$ cat src/rtl/core/inplace_centered_moving_average_defines.svh
// ----------------------------------------------------------------------------
// inplace_centered_moving_average_defines
// assertion macros shared by the filter modules
// ----------------------------------------------------------------------------
`ifndef INPLACE_CENTERED_MOVING_AVERAGE_DEFINES_SVH
`define INPLACE_CENTERED_MOVING_AVERAGE_DEFINES_SVH

// property that holds at every edge out of reset
`define ICMA_ASSERT_ALWAYS(label, expr, msg) \
  label: assert property (@(posedge clk) disable iff (!rst_n) (expr)) else $error(msg);

// same-cycle implication
`define ICMA_ASSERT_IMPLY(label, ante, cons, msg) \
  label: assert property (@(posedge clk) disable iff (!rst_n) (ante) |-> (cons)) else $error(msg);

// next-cycle implication
`define ICMA_ASSERT_NEXT(label, ante, cons, msg) \
  label: assert property (@(posedge clk) disable iff (!rst_n) (ante) |=> (cons)) else $error(msg);

`endif

$ cat src/rtl/core/icma_pkg.sv
// ----------------------------------------------------------------------------
// icma_pkg
// types and constants of the in-place centered moving average filter
// ----------------------------------------------------------------------------
`default_nettype none

package icma_pkg;

  localparam int SAMPLE_W   = 16;
  localparam int CFG_W      = 6;
  localparam int FILL_W     = 6;
  localparam int RESULT_CAP = 32;
  localparam int SUM_W      = 22;

  localparam logic [CFG_W-1:0] WINDOW_RESET = 6'd5;

  typedef enum logic [1:0] {
    OP_PASS,
    OP_STORE,
    OP_STORE_EMIT
  } icma_op_t;

  typedef struct packed {
    logic signed [SAMPLE_W-1:0] sample;
    logic                       is_last;
    icma_op_t                   op;
  } icma_cmd_t;

  typedef struct packed {
    logic signed [SAMPLE_W-1:0] filtered;
    logic                       end_of_record;
  } icma_res_t;

  typedef enum logic [2:0] {
    BK_IDLE,
    BK_WRITE,
    BK_SUM,
    BK_DIV,
    BK_WBACK,
    BK_HEAD,
    BK_EMIT
  } icma_bk_state_t;

endpackage

`default_nettype wire

$ cat src/rtl/core/icma_fifo.sv
// ----------------------------------------------------------------------------
// icma_fifo
// two-entry request queue with full and empty flags
// ----------------------------------------------------------------------------
`default_nettype none
`include "inplace_centered_moving_average_defines.svh"

module icma_fifo #(
  parameter int W = 1
) (
  input  wire logic         clk,
  input  wire logic         rst_n,
  input  wire logic         push,
  input  wire logic [W-1:0] wr_data,
  output logic              full,
  input  wire logic         pop,
  output logic [W-1:0]      rd_data,
  output logic              empty
);

  localparam int DEPTH = 2;
  localparam int PW    = $clog2(DEPTH);
  localparam int CW    = $clog2(DEPTH + 1);

  logic [W-1:0]  mem_r [DEPTH];
  logic [PW-1:0] wp_r, wp_nxt;
  logic [PW-1:0] rp_r, rp_nxt;
  logic [CW-1:0] cnt_r, cnt_nxt;

  assign full    = (cnt_r == CW'(DEPTH));
  assign empty   = (cnt_r == '0);
  assign rd_data = mem_r[rp_r];

  always_comb begin
    wp_nxt  = push ? wp_r + PW'(1) : wp_r;
    rp_nxt  = pop ? rp_r + PW'(1) : rp_r;
    cnt_nxt = cnt_r;
    case ({push, pop})
      2'b10:   cnt_nxt = cnt_r + CW'(1);
      2'b01:   cnt_nxt = cnt_r - CW'(1);
      default: cnt_nxt = cnt_r;
    endcase
  end

  always_ff @(posedge clk) begin
    if (!rst_n) begin
      wp_r  <= '0;
      rp_r  <= '0;
      cnt_r <= '0;
    end else begin
      wp_r  <= wp_nxt;
      rp_r  <= rp_nxt;
      cnt_r <= cnt_nxt;
    end
  end

  always_ff @(posedge clk) begin
    if (push) begin
      mem_r[wp_r] <= wr_data;
    end
  end

  `ICMA_ASSERT_ALWAYS(a_cnt_range, cnt_r <= CW'(DEPTH), "queue count over depth")
  `ICMA_ASSERT_IMPLY(a_no_overflow, push, !full || pop, "push into full queue")
  `ICMA_ASSERT_IMPLY(a_no_underflow, pop, !empty, "pop from empty queue")

endmodule

`default_nettype wire

$ cat src/rtl/core/icma_front.sv
// ----------------------------------------------------------------------------
// icma_front
// window register, record tracking and request classification
// ----------------------------------------------------------------------------
`default_nettype none

module icma_front
  import icma_pkg::*;
#(
  parameter int MAX_WINDOW = 32
) (
  input  wire logic                       clk,
  input  wire logic                       rst_n,
  input  wire logic                       cfg_wr_en,
  input  wire logic [CFG_W-1:0]           cfg_wr_data,
  input  wire logic                       in_push,
  input  wire logic signed [SAMPLE_W-1:0] in_sample,
  input  wire logic                       in_is_last,
  input  wire logic                       cq_full,
  output logic                            cq_push,
  output icma_cmd_t                       cq_cmd
);

  localparam int CAP = (MAX_WINDOW < RESULT_CAP) ? MAX_WINDOW : RESULT_CAP;

  logic [CFG_W-1:0]  win_r;
  logic [FILL_W-1:0] fcnt_r, fcnt_nxt;
  logic [FILL_W-1:0] act_r, act_nxt;
  logic [FILL_W-1:0] p_eff;
  logic [FILL_W-1:0] act;
  logic [FILL_W-1:0] f_inc;
  logic              full_win;

  assign cq_push = in_push && !cq_full;

  always_comb begin
    p_eff    = (FILL_W'(win_r) > FILL_W'(CAP)) ? FILL_W'(CAP) : FILL_W'(win_r);
    act      = (fcnt_r == '0) ? p_eff : act_r;
    f_inc    = fcnt_r + FILL_W'(1);
    full_win = (f_inc >= act);
    fcnt_nxt = fcnt_r;
    act_nxt  = act_r;
    cq_cmd.sample  = in_sample;
    cq_cmd.is_last = in_is_last;
    if (act == '0) begin
      cq_cmd.op = OP_PASS;
    end else if (full_win) begin
      cq_cmd.op = OP_STORE_EMIT;
    end else begin
      cq_cmd.op = OP_STORE;
    end
    if (cq_push) begin
      act_nxt = act;
      if (act == '0 || in_is_last) begin
        fcnt_nxt = '0;
      end else if (full_win) begin
        fcnt_nxt = fcnt_r;
      end else begin
        fcnt_nxt = f_inc;
      end
    end
  end

  always_ff @(posedge clk) begin
    if (!rst_n) begin
      win_r  <= WINDOW_RESET;
      fcnt_r <= '0;
      act_r  <= '0;
    end else begin
      if (cfg_wr_en) begin
        win_r <= cfg_wr_data;
      end
      fcnt_r <= fcnt_nxt;
      act_r  <= act_nxt;
    end
  end

endmodule

`default_nettype wire

$ cat src/rtl/core/icma_back.sv
// ----------------------------------------------------------------------------
// icma_back
// sample store, serial window sum, restoring divider and in-place write back
// ----------------------------------------------------------------------------
`default_nettype none
`include "inplace_centered_moving_average_defines.svh"

module icma_back
  import icma_pkg::*;
#(
  parameter int MAX_WINDOW = 32
) (
  input  wire logic      clk,
  input  wire logic      rst_n,
  input  wire logic      cq_empty,
  input  wire icma_cmd_t cq_cmd,
  output logic           cq_pop,
  input  wire logic      oq_full,
  output logic           oq_push,
  output icma_res_t      oq_res
);

  localparam int AW  = $clog2(MAX_WINDOW);
  localparam int CAP = (MAX_WINDOW < RESULT_CAP) ? MAX_WINDOW : RESULT_CAP;
  localparam logic [FILL_W-1:0] DIV_LAST = FILL_W'(SUM_W - 1);

  function automatic logic [AW-1:0] slot(input logic [AW-1:0] h,
                                         input logic [FILL_W-1:0] off);
    logic [AW:0] s;
    s = {1'b0, h} + (AW+1)'(off);
    if (s >= (AW+1)'(MAX_WINDOW)) begin
      s = s - (AW+1)'(MAX_WINDOW);
    end
    return s[AW-1:0];
  endfunction

  logic signed [SAMPLE_W-1:0] mem [MAX_WINDOW];
  logic signed [SAMPLE_W-1:0] rdata_r;

  icma_bk_state_t st_r, st_nxt;
  logic [FILL_W-1:0] fill_r, fill_nxt;
  logic [AW-1:0]     head_r, head_nxt;
  logic [FILL_W-1:0] k_r, k_nxt;
  logic [FILL_W-1:0] cnt_r, cnt_nxt;
  logic              pend_r, pend_nxt;

  logic signed [SAMPLE_W-1:0] samp_r, samp_nxt;
  logic                       last_r, last_nxt;
  logic                       pass_r, pass_nxt;
  logic                       emit_r, emit_nxt;
  logic signed [SUM_W-1:0]    acc_r, acc_nxt;
  logic [SUM_W-1:0]           q_r, q_nxt;
  logic [FILL_W:0]            rem_r, rem_nxt;
  logic                       neg_r, neg_nxt;

  logic                       we;
  logic [AW-1:0]              wa;
  logic signed [SAMPLE_W-1:0] wd;
  logic [AW-1:0]              ra;
  logic [FILL_W:0]            trial;
  logic [SAMPLE_W-1:0]        quo;

  always_comb begin
    quo = neg_r ? (SAMPLE_W'(0) - q_r[SAMPLE_W-1:0]) : q_r[SAMPLE_W-1:0];
    trial = {rem_r[FILL_W-1:0], q_r[SUM_W-1]};
    oq_res.filtered      = pass_r ? samp_r : rdata_r;
    oq_res.end_of_record = pass_r ? last_r : (last_r && fill_r == FILL_W'(1));
  end

  always_comb begin
    st_nxt   = st_r;
    fill_nxt = fill_r;
    head_nxt = head_r;
    k_nxt    = k_r;
    cnt_nxt  = cnt_r;
    pend_nxt = 1'b0;
    samp_nxt = samp_r;
    last_nxt = last_r;
    pass_nxt = pass_r;
    emit_nxt = emit_r;
    acc_nxt  = acc_r;
    q_nxt    = q_r;
    rem_nxt  = rem_r;
    neg_nxt  = neg_r;
    cq_pop   = 1'b0;
    oq_push  = 1'b0;
    we       = 1'b0;
    wa       = slot(head_r, fill_r);
    wd       = samp_r;
    ra       = head_r;
    unique case (st_r)
      BK_IDLE: begin
        if (!cq_empty) begin
          cq_pop   = 1'b1;
          samp_nxt = cq_cmd.sample;
          last_nxt = cq_cmd.is_last;
          pass_nxt = (cq_cmd.op == OP_PASS);
          emit_nxt = (cq_cmd.op == OP_STORE_EMIT);
          st_nxt   = (cq_cmd.op == OP_PASS) ? BK_EMIT : BK_WRITE;
        end
      end
      BK_WRITE: begin
        we       = 1'b1;
        fill_nxt = fill_r + FILL_W'(1);
        if (emit_r || last_r) begin
          k_nxt   = fill_r + FILL_W'(1);
          cnt_nxt = '0;
          acc_nxt = '0;
          st_nxt  = BK_SUM;
        end else begin
          st_nxt = BK_IDLE;
        end
      end
      BK_SUM: begin
        ra = slot(head_r, cnt_r);
        if (cnt_r < k_r) begin
          cnt_nxt  = cnt_r + FILL_W'(1);
          pend_nxt = 1'b1;
        end
        if (pend_r) begin
          acc_nxt = acc_r + SUM_W'(rdata_r);
        end
        if (cnt_r == k_r && !pend_r) begin
          neg_nxt = acc_r[SUM_W-1];
          q_nxt   = acc_r[SUM_W-1] ? (SUM_W'(0) - acc_r) : acc_r;
          rem_nxt = '0;
          cnt_nxt = '0;
          st_nxt  = BK_DIV;
        end
      end
      BK_DIV: begin
        if (trial >= {1'b0, k_r}) begin
          rem_nxt = trial - {1'b0, k_r};
          q_nxt   = {q_r[SUM_W-2:0], 1'b1};
        end else begin
          rem_nxt = trial;
          q_nxt   = {q_r[SUM_W-2:0], 1'b0};
        end
        cnt_nxt = cnt_r + FILL_W'(1);
        if (cnt_r == DIV_LAST) begin
          st_nxt = BK_WBACK;
        end
      end
      BK_WBACK: begin
        we     = 1'b1;
        wa     = slot(head_r, k_r >> 1);
        wd     = quo;
        st_nxt = BK_HEAD;
      end
      BK_HEAD: begin
        st_nxt = BK_EMIT;
      end
      BK_EMIT: begin
        if (!oq_full) begin
          oq_push = 1'b1;
          if (pass_r) begin
            st_nxt = BK_IDLE;
          end else begin
            fill_nxt = fill_r - FILL_W'(1);
            head_nxt = slot(head_r, FILL_W'(1));
            if (last_r && fill_r != FILL_W'(1)) begin
              k_nxt   = fill_r - FILL_W'(1);
              cnt_nxt = '0;
              acc_nxt = '0;
              st_nxt  = BK_SUM;
            end else begin
              if (last_r) begin
                head_nxt = '0;
              end
              st_nxt = BK_IDLE;
            end
          end
        end
      end
      default: begin
        st_nxt = BK_IDLE;
      end
    endcase
  end

  always_ff @(posedge clk) begin
    if (!rst_n) begin
      st_r   <= BK_IDLE;
      fill_r <= '0;
      head_r <= '0;
      pend_r <= 1'b0;
    end else begin
      st_r   <= st_nxt;
      fill_r <= fill_nxt;
      head_r <= head_nxt;
      pend_r <= pend_nxt;
    end
  end

  always_ff @(posedge clk) begin
    k_r    <= k_nxt;
    cnt_r  <= cnt_nxt;
    samp_r <= samp_nxt;
    last_r <= last_nxt;
    pass_r <= pass_nxt;
    emit_r <= emit_nxt;
    acc_r  <= acc_nxt;
    q_r    <= q_nxt;
    rem_r  <= rem_nxt;
    neg_r  <= neg_nxt;
  end

  always_ff @(posedge clk) begin
    if (we) begin
      mem[wa] <= wd;
    end
    rdata_r <= mem[ra];
  end

  `ICMA_ASSERT_ALWAYS(a_fill_cap, fill_r <= FILL_W'(CAP), "buffer fill over capacity")
  `ICMA_ASSERT_IMPLY(a_sum_bounds, st_r == BK_SUM, k_r != '0 && cnt_r <= k_r, "bad window sum count")
  `ICMA_ASSERT_NEXT(a_emit_drop, st_r == BK_EMIT && !oq_full && !pass_r && !last_r, st_r == BK_IDLE && fill_r == $past(fill_r) - FILL_W'(1), "window emit did not drop head")
  `ICMA_ASSERT_NEXT(a_flush_end, st_r == BK_EMIT && !oq_full && !pass_r && last_r && fill_r == FILL_W'(1), head_r == '0 && fill_r == '0, "record end left buffer state")

endmodule

`default_nettype wire

$ cat src/rtl/core/inplace_centered_moving_average.sv
// a request that completes a window of k samples holds the back end for a serial sum over
// the sample store, then a restoring divider
// a request that only stores goes through the write state, a pass-through request straight to emit
// the last request of a record then runs the sum and divider per remaining window of k samples
// synchronous active-low reset clears control state and sets the window length to 5
// the sample store is not cleared, since only entries of the current record are read
// ----------------------------------------------------------------------------
// inplace_centered_moving_average
// streaming in-place centered moving average over records of signed samples
// ----------------------------------------------------------------------------
`default_nettype none

module inplace_centered_moving_average
  import icma_pkg::*;
#(
  parameter int MAX_WINDOW = 32
) (
  input  wire logic                       clk,
  input  wire logic                       rst_n,
  input  wire logic                       cfg_wr_en,
  input  wire logic [CFG_W-1:0]           cfg_wr_data,
  input  wire logic                       in_push,
  output logic                            in_full,
  input  wire logic signed [SAMPLE_W-1:0] in_sample,
  input  wire logic                       in_is_last,
  output logic                            out_empty,
  input  wire logic                       out_pop,
  output logic signed [SAMPLE_W-1:0]      out_filtered,
  output logic                            out_end_of_record
);

  localparam int CMD_W = $bits(icma_cmd_t);
  localparam int RES_W = $bits(icma_res_t);

  logic             cq_push;
  logic             cq_full;
  logic             cq_pop;
  logic             cq_empty;
  icma_cmd_t        cq_wr_cmd;
  logic [CMD_W-1:0] cq_rd_data;
  icma_cmd_t        cq_rd_cmd;

  logic             oq_push;
  logic             oq_full;
  icma_res_t        oq_wr_res;
  logic [RES_W-1:0] oq_rd_data;
  icma_res_t        oq_rd_res;

  assign in_full           = cq_full;
  assign cq_rd_cmd         = cq_rd_data;
  assign oq_rd_res         = oq_rd_data;
  assign out_filtered      = oq_rd_res.filtered;
  assign out_end_of_record = oq_rd_res.end_of_record;

  icma_front #(
    .MAX_WINDOW (MAX_WINDOW)
  ) u_front (
    .clk         (clk),
    .rst_n       (rst_n),
    .cfg_wr_en   (cfg_wr_en),
    .cfg_wr_data (cfg_wr_data),
    .in_push     (in_push),
    .in_sample   (in_sample),
    .in_is_last  (in_is_last),
    .cq_full     (cq_full),
    .cq_push     (cq_push),
    .cq_cmd      (cq_wr_cmd)
  );

  icma_fifo #(
    .W (CMD_W)
  ) u_cmd_q (
    .clk     (clk),
    .rst_n   (rst_n),
    .push    (cq_push),
    .wr_data (cq_wr_cmd),
    .full    (cq_full),
    .pop     (cq_pop),
    .rd_data (cq_rd_data),
    .empty   (cq_empty)
  );

  icma_back #(
    .MAX_WINDOW (MAX_WINDOW)
  ) u_back (
    .clk      (clk),
    .rst_n    (rst_n),
    .cq_empty (cq_empty),
    .cq_cmd   (cq_rd_cmd),
    .cq_pop   (cq_pop),
    .oq_full  (oq_full),
    .oq_push  (oq_push),
    .oq_res   (oq_wr_res)
  );

  icma_fifo #(
    .W (RES_W)
  ) u_res_q (
    .clk     (clk),
    .rst_n   (rst_n),
    .push    (oq_push),
    .wr_data (oq_wr_res),
    .full    (oq_full),
    .pop     (out_pop && !out_empty),
    .rd_data (oq_rd_data),
    .empty   (out_empty)
  );

endmodule

`default_nettype wire
$ cat config.mk
export PLATFORM = sky130hd
export DESIGN_NAME = inplace_centered_moving_average
export DESIGN_NICKNAME = d
export VERILOG_FILES = /design/src/rtl/core/icma_pkg.sv /design/src/rtl/core/icma_fifo.sv /design/src/rtl/core/icma_front.sv /design/src/rtl/core/icma_back.sv /design/src/rtl/core/inplace_centered_moving_average.sv
export VERILOG_INCLUDE_DIRS = /design/src /design/src/rtl/core
export SDC_FILE = /design/constraint.sdc
export NUM_CORES = 1
export LEC_CHECK = 0
export ABC_AREA = 1
export BUFFER_PORTS_ARGS = -buffer_cell sky130_fd_sc_hd__buf_2
export CORE_MARGIN = 2
export CORE_UTILIZATION = 55
export CTS_BUF_LIST = sky130_fd_sc_hd__clkbuf_16
export DETAILED_ROUTE_END_ITERATION = 6
export GPL_TIMING_DRIVEN = 0
export PLACE_DENSITY_LB_ADDON = 0.2
export SETUP_SLACK_MARGIN = 0.2
export SLEW_MARGIN = 40
export SYNTH_ARGS = -nofsm -noshare
export SYNTH_HDL_FRONTEND = slang
export SYNTH_SLANG_ARGS = --single-unit
$ cat constraint.sdc
create_clock -name clk -period 8.26 [get_ports clk]
set_input_delay 0.826 -clock clk [delete_from_list [all_inputs] [get_ports clk]]
set_output_delay 0.826 -clock clk [all_outputs]
set_load 0.1 [all_outputs]
Yosys cells after proc, flatten, opt, wreduce, memory -nomap -nowiden
Memory sizes are Yosys's and may differ from the RTL's. A register that Yosys moved wholly into a read port is not among the register bits.
Index checks and enable logic that the tools add are counted.
Widths: inputs -> output; s select.
{"block": "word_totals", "reg_bits": 123, "ramBits": 584, "in_bits": 28, "out_inout_bits": 19, "n_memories": 3}
{"block": "classes", "n_addsub": 24, "n_lt_le_gt_ge": 8, "eq_ne": 27, "mux": 73, "n_bitwise": 3, "reduce_logical": 34}
{"name": "u_back.mem", "depth": 32, "word_bits": 16, "read_ports": 1, "rd_ports_with_merged_regs": 1, "write_ports": 1, "line": "icma_back.sv:37", "source": "logic signed [SAMPLE_W-1:0] mem [MAX_WINDOW];"}
{"name": "u_cmd_q.mem_r", "depth": 2, "word_bits": 19, "read_ports": 1, "rd_ports_with_merged_regs": 1, "write_ports": 1, "line": "icma_fifo.sv:25", "source": "logic [W-1:0] mem_r [DEPTH];"}
{"name": "u_res_q.mem_r", "depth": 2, "word_bits": 17, "read_ports": 1, "rd_ports_with_merged_regs": 1, "write_ports": 1, "line": "icma_fifo.sv:25"}
{"cell": "$mux 22", "n": 7}
{"cell": "$mux 6", "n": 18}
{"cell": "$pmux 22 s3", "n": 1}
{"cell": "$mux 16", "n": 3}
{"cell": "$pmux 22 s2", "n": 1}
{"cell": "$mux 5", "n": 8}
{"cell": "$pmux 6 s2", "n": 3}
{"cell": "$ge 6x6->1 const B", "n": 4}
{"cell": "$pmux 6 s4", "n": 1}
{"cell": "$add 22x16->22", "n": 1}
{"cell": "$sub 1x22->22 const A", "n": 1}
{"cell": "$pmux 3 s7", "n": 1}
{"cell": "$sub 5x1->5 const B", "n": 4}
{"cell": "$add 6x1->6 const B", "n": 3}
{"cell": "$mux 1", "n": 18}
{"cell": "$mux 3", "n": 6}
{"cell": "$sub 1x16->16 const A", "n": 1}
{"cell": "$add 5x6->6", "n": 2}
{"cell": "$logic_not 6->1", "n": 2}
{"cell": "$reduce_and 6->1", "n": 2}
{"cell": "$eq 2x2->1 const B", "n": 5}
{"cell": "$ne 2x1->1 const B", "n": 5}
{"cell": "$reduce_and 2->1", "n": 5}
{"cell": "$eq 3x3->1 const B", "n": 3}
{"cell": "35 further kinds", "n": 64}

Logic depth before layout (Yosys ltp)
{"block": "logic_depth", "ltp_word": 7, "mapped_depth": 16, "mapped_depth_nobuf": 16}

Hierarchy
Synthesis repeated with hierarchy kept, for this count alone.
{"block": "unflattened", "cells_unflattened": 3432, "area_unflattened_um2": 34697.0}
{"module": "icma_back", "instances": 1, "cells_each": 3068, "area_each_um2": 30231.5, "seq_area_each_um2": 18457.7}
{"module": "icma_fifo (u_cmd_q)", "instances": 1, "cells_each": 94, "area_each_um2": 1650.3, "seq_area_each_um2": 1241.2}
{"module": "icma_fifo (u_res_q)", "instances": 1, "cells_each": 88, "area_each_um2": 1507.7, "seq_area_each_um2": 1121.1}
{"module": "icma_front", "instances": 1, "cells_each": 180, "area_each_um2": 1297.5, "seq_area_each_um2": 360.3}
{"module": "inplace_centered_moving_average", "instances": 1, "cells_each": 2, "area_each_um2": 10.0, "seq_area_each_um2": 0.0}

Worst setup path after synthesis
OpenSTA, ideal clock, no wires.
{"block": "synth_path", "kind": "reg-to-reg", "from": "register u_back.st_r[2]", "to": "memory u_back.mem[12][0] (enable)", "setup_time_ps": 388, "t_arrival_ps": 3181, "setup_slack_ps": 4690, "stages_incl_launch_ff": 15, "path_buffers": 0, "period_less_slack_ps": 3570, "path_cell_list": "dfxtp_1 nand2_1 nor2_2 inv_1 o21ai_0 inv_1 fa_1 o21ai_0 xor2_1 or2_1 nand2_1 inv_2 nor2_1 nand2_1 nor2_1"}
{"block": "synth_between", "elab_chain_cells": 5, "word_cells_on_any_way": 7, "classes_between": "eq/ne (2); mux (4); reduce/logical (1)"}
{"element": "from (decl)", "line": "icma_back.sv:40", "source": "icma_bk_state_t st_r, st_nxt;"}
{"element": "from (signal assigned)", "line": "icma_back.sv:188", "source": "st_r <= st_nxt;"}
{"element": "$eq 3x1->1 / $eq 3x3->1 (equally long branches)", "line": "icma_back.sv:91", "source": "unique case (st_r)"}
{"element": "$reduce_or 2->1 (no line)"}
{"element": "$mux 1", "line": "icma_back.sv:91"}
{"element": "$mux 1", "line": "icma_back.sv:209", "source": "if (we) begin"}
{"element": "$mux 1 (implied by the code)", "line": "icma_back.sv:210", "source": "mem[wa] <= wd;"}
{"element": "to (decl)", "line": "icma_back.sv:37"}
Parallel ways exist; a longest one is shown, timed or not.

Worst setup path after layout
{"block": "layout_path", "from": "register u_back.st_r[2]", "to": "memory u_back.mem[31][11] (enable)"}
The elaborated chain is that of the path after synthesis.

==> impl_metrics.tcl <==
set metrics [dict create \
    criticalPathCategory "reg2reg" \
    area.growth.synth_to_final_pct 13.79 \
    startpoint "u_back.st_r[2]$_SDFFE_PN0P_" \
    io_pins 47 \
    synth_largest_area_cell "edfxtp_1" \
    hold_viol 0 \
    grt_pass1_wl_um 133400 \
    reg2reg_from "u_back.st_r[2]$_SDFFE_PN0P_" \
    final_common_cell "nand2_1" \
    drc 0 \
    worst_pin_slew_ps 853.1 \
    first_pass_iters 6 \
    ys_ff_latch 725 \
    outcome "finished clean" \
    power.internal_mw 8.147 \
    pwr-share-seq 0.382 \
    cp_data_required_time_ps 8510 \
    wl_per_cell_um 19.48 \
    seq_area_frac_synth 0.6200 \
    port_buffers 45 \
    cp.arrival_ps 4760 \
    final_cells 4574 \
    start_util 0.5546 \
    power.density_nw_per_um2 345.8 \
    finalSetupViolations 0 \
    crit_path_end_kind "flop" \
    relSlewSlack 0.4313 \
    combPwrFrac 0.380 \
    fillers 4957 \
    core_um2 61600 \
    synth_cell_type_count 50 \
    maxSlewViolCount 0 \
    syn_nets 3612 \
    numCtsBuffers 77 \
    start_kind "flop" \
    synth_top_family_by_area "simple AND/OR/NAND/NOR gates" \
    ys.flop_type "edfxtp_1" \
    synthArstFlopShare 0 \
    clock_path_buffers 3 \
    peakVddDrop_mv 0.3076 \
    place.gp.congestion 0.9433 \
    max_cap_viol_count 0 \
    clk_pin_slew_ps 60 \
    cts_setup_buffers 0 \
    grt_antenna_before_repair 0 \
    swShare 0.3940 \
    grt_pass1_vias 22962 \
    finalCriticalPeriod_ps 4513 \
    syn_area_per_cell_um2 9.702 \
    synth-compound-area-share 0.03761 \
    drive_above_1_share 0.1073 \
    synthAdderAreaFrac 0.02395 \
    p_leak_nw 16.64 \
    clk_latency_ps 630 \
    track_usage 0.2795 \
    placed_cells 4438 \
    post-route-util 0.6311 \
    finalClockSkew_ps 23.19 \
    synth-xor-area-share 0.01150 \
    nNetsFinal 3771 \
    yosys-top-cells-area "edfxtp_1 (59%), nand2_1 (9.3%), nand3_1 (7.9%)" \
    yosysTopAreaCellShare 0.5854 \
    die_height_um 253.2 \
    hold_class "in2reg" \
    fmax_mhz 221.6 \
    grt_max_degree 33 \
    netSwitchingPower_mw 5.296 \
    rsz0062_at_grt "no" \
    netlist_instances 3521 \
    antenna_cells 0 \
    synth-edff-count 666 \
    cts_max_level 3 \
    cts_root_buffer "clkbuf_16" \
    synth-simple-area-share 0.2024 \
    cp_max_fo 16 \
    final_antenna_net_count 0 \
    fin_tns_setup_ps 0 \
    hpwl_um 63340 \
    hold_start "in_sample[9]" \
    synthMuxAreaShare 0.01121 \
    pre_cts_slack_ps 3488 \
    drtIter0Drc 2459 \
    die_area_um2 64120 \
    num_rows 91 \
    cts_hold_buf 0 \
    clkPwrFrac 0.238 \
    cts_resized 0 \
    fin_crit_sh 0.5463 \
    synth_warnings 0 \
    via_per_inst 5.386 \
    gr-total-overflow 0 \
    worst_slack_ps 3747 \
    detail_route.wirelength_um 89120 \
    die_x_um 253.2 \
    clock-sinks 725 \
    netlist_area_um2 34160 \
    cts_tree "done" \
    vias 24637 \
    final_cell_mix "nand2_1 (847), inv_1 (679), edfxtp_1 (666)" \
]
-- layer usage --
layer	vias to the layer above	wire [um]	global-route usage
li1	11845	-	-
met1	11662	37940	0.3967
met2	949	40570	0.4352
met3	181	7355	0.04739
met4	0	3250	0.1021
met5	-	0	0
-- worst paths after layout --
path	to	cells past startpoint	slack (ps)
max	u_back.mem[31][11]$_DFFE_PP_	10	3750
min reg2reg	flop	1	450
max reg2reg	u_back.mem[31][11]$_DFFE_PP_	10	3750
min	u_cmd_q.mem_r[0][12]$_DFFE_PP_	1	380
-- cells by family (layout without fill, tap and decap cells) --
kind of cell             after synthesis  in the layout
AND/OR/NAND/NOR                     1614           1614
XOR/XNOR                              44             44
multiplexers                          34             34
AO/OA/AOI/OAI                        235            235
flip-flops                           725            725
buffers and inverters                806           1022
adder cells (fa/ha/maj)               63             63
-- synth_stat cells (7+ instances only) --
master    number
a21oi_1       81
buf_1          8
buf_2         74
buf_4         17
clkbuf_1      35
dfxtp_1       59
edfxtp_1     666
ha_1          59
inv_1        663
inv_2          7
mux2_2        34
nand2_1      848
nand3_1      537
nand4_1       14
nor2_1       162
nor3_1        17
o211ai_1      10
o21ai_0      106
or2_2          9
xnor2_1       11
xor2_1        32
-- state kept, by name (all words and copies together), names as in the netlist, 2 cells and up, named ones only --
register / flops
u_front.act_r: 6
u_back.head_r: 5
u_back.rem_r: 6
u_cmd_q.cnt_r: 2
u_back.rdata_r: 16
u_res_q.mem_r: 34
u_cmd_q.mem_r: 38
u_back.q_r: 22
u_back.samp_r: 16
u_back.k_r: 6
u_back.fill_r: 6
u_back.acc_r: 22
u_back.mem: 512
u_res_q.cnt_r: 2
u_front.win_r: 6
u_back.st_r: 3
u_front.fcnt_r: 6
u_back.cnt_r: 6
-- cell type report --
cell class,count,area (um^2),share of cell area
flip-flops and latches,725,21180,0.5449
multi-input cells,1990,10280,0.2645
inverters,671,2519,0.06479
clock buffers,78,1952,0.05021
well taps,837,1047,0.02694
repair buffers,80,875.8,0.02253
plain buffers,135,671.9,0.01728
clock inverters,58,346.6,0.008916
-- stage by stage --
| step | instance area (um^2) | power [mW] | hold slack (ps) |
|---|---|---|---|
| 2_1_floorplan | 34160 | 8.004 | 424.4 |
| 3_3_place_gp | 35430 | 9.780 | 432.4 |
| 3_5_place_dp | 36520 | 10.20 | 450.9 |
| 4_1_cts | 38810 | 13.37 | 358.8 |
| 5_1_grt | 38870 | 14.05 | 368.0 |
| 6_report | 38870 | 13.44 | 384.2 |
-- worst max-delay path, stage by stage (launching register included) --
cell and delay (ps):
dfxtp_1 420, nand2_1 130, nor2_2 440, clkbuf_1 680, o21ai_0 240, ha_1 250, inv_1 60, fa_1 470
inv_1 140, nand3_2 460, nor2_2 830
-- power groups by stage --
| stage | logic (mW) | registers [mW] | clock network [mW] |
|---|---|---|---|
| 4_1_cts | 5.02 | 5.13 | 3.22 |
| 2_1_floorplan | 2.86 | 5.14 | 0 |
| 6_report | 5.11 | 5.14 | 3.19 |
| 3_5_place_dp | 4.99 | 5.21 | 0 |
| 5_1_grt | 5.53 | 5.16 | 3.35 |
| 3_3_place_gp | 4.44 | 5.34 | 0 |
No activity file was read; power rests on OpenSTA's default activity.
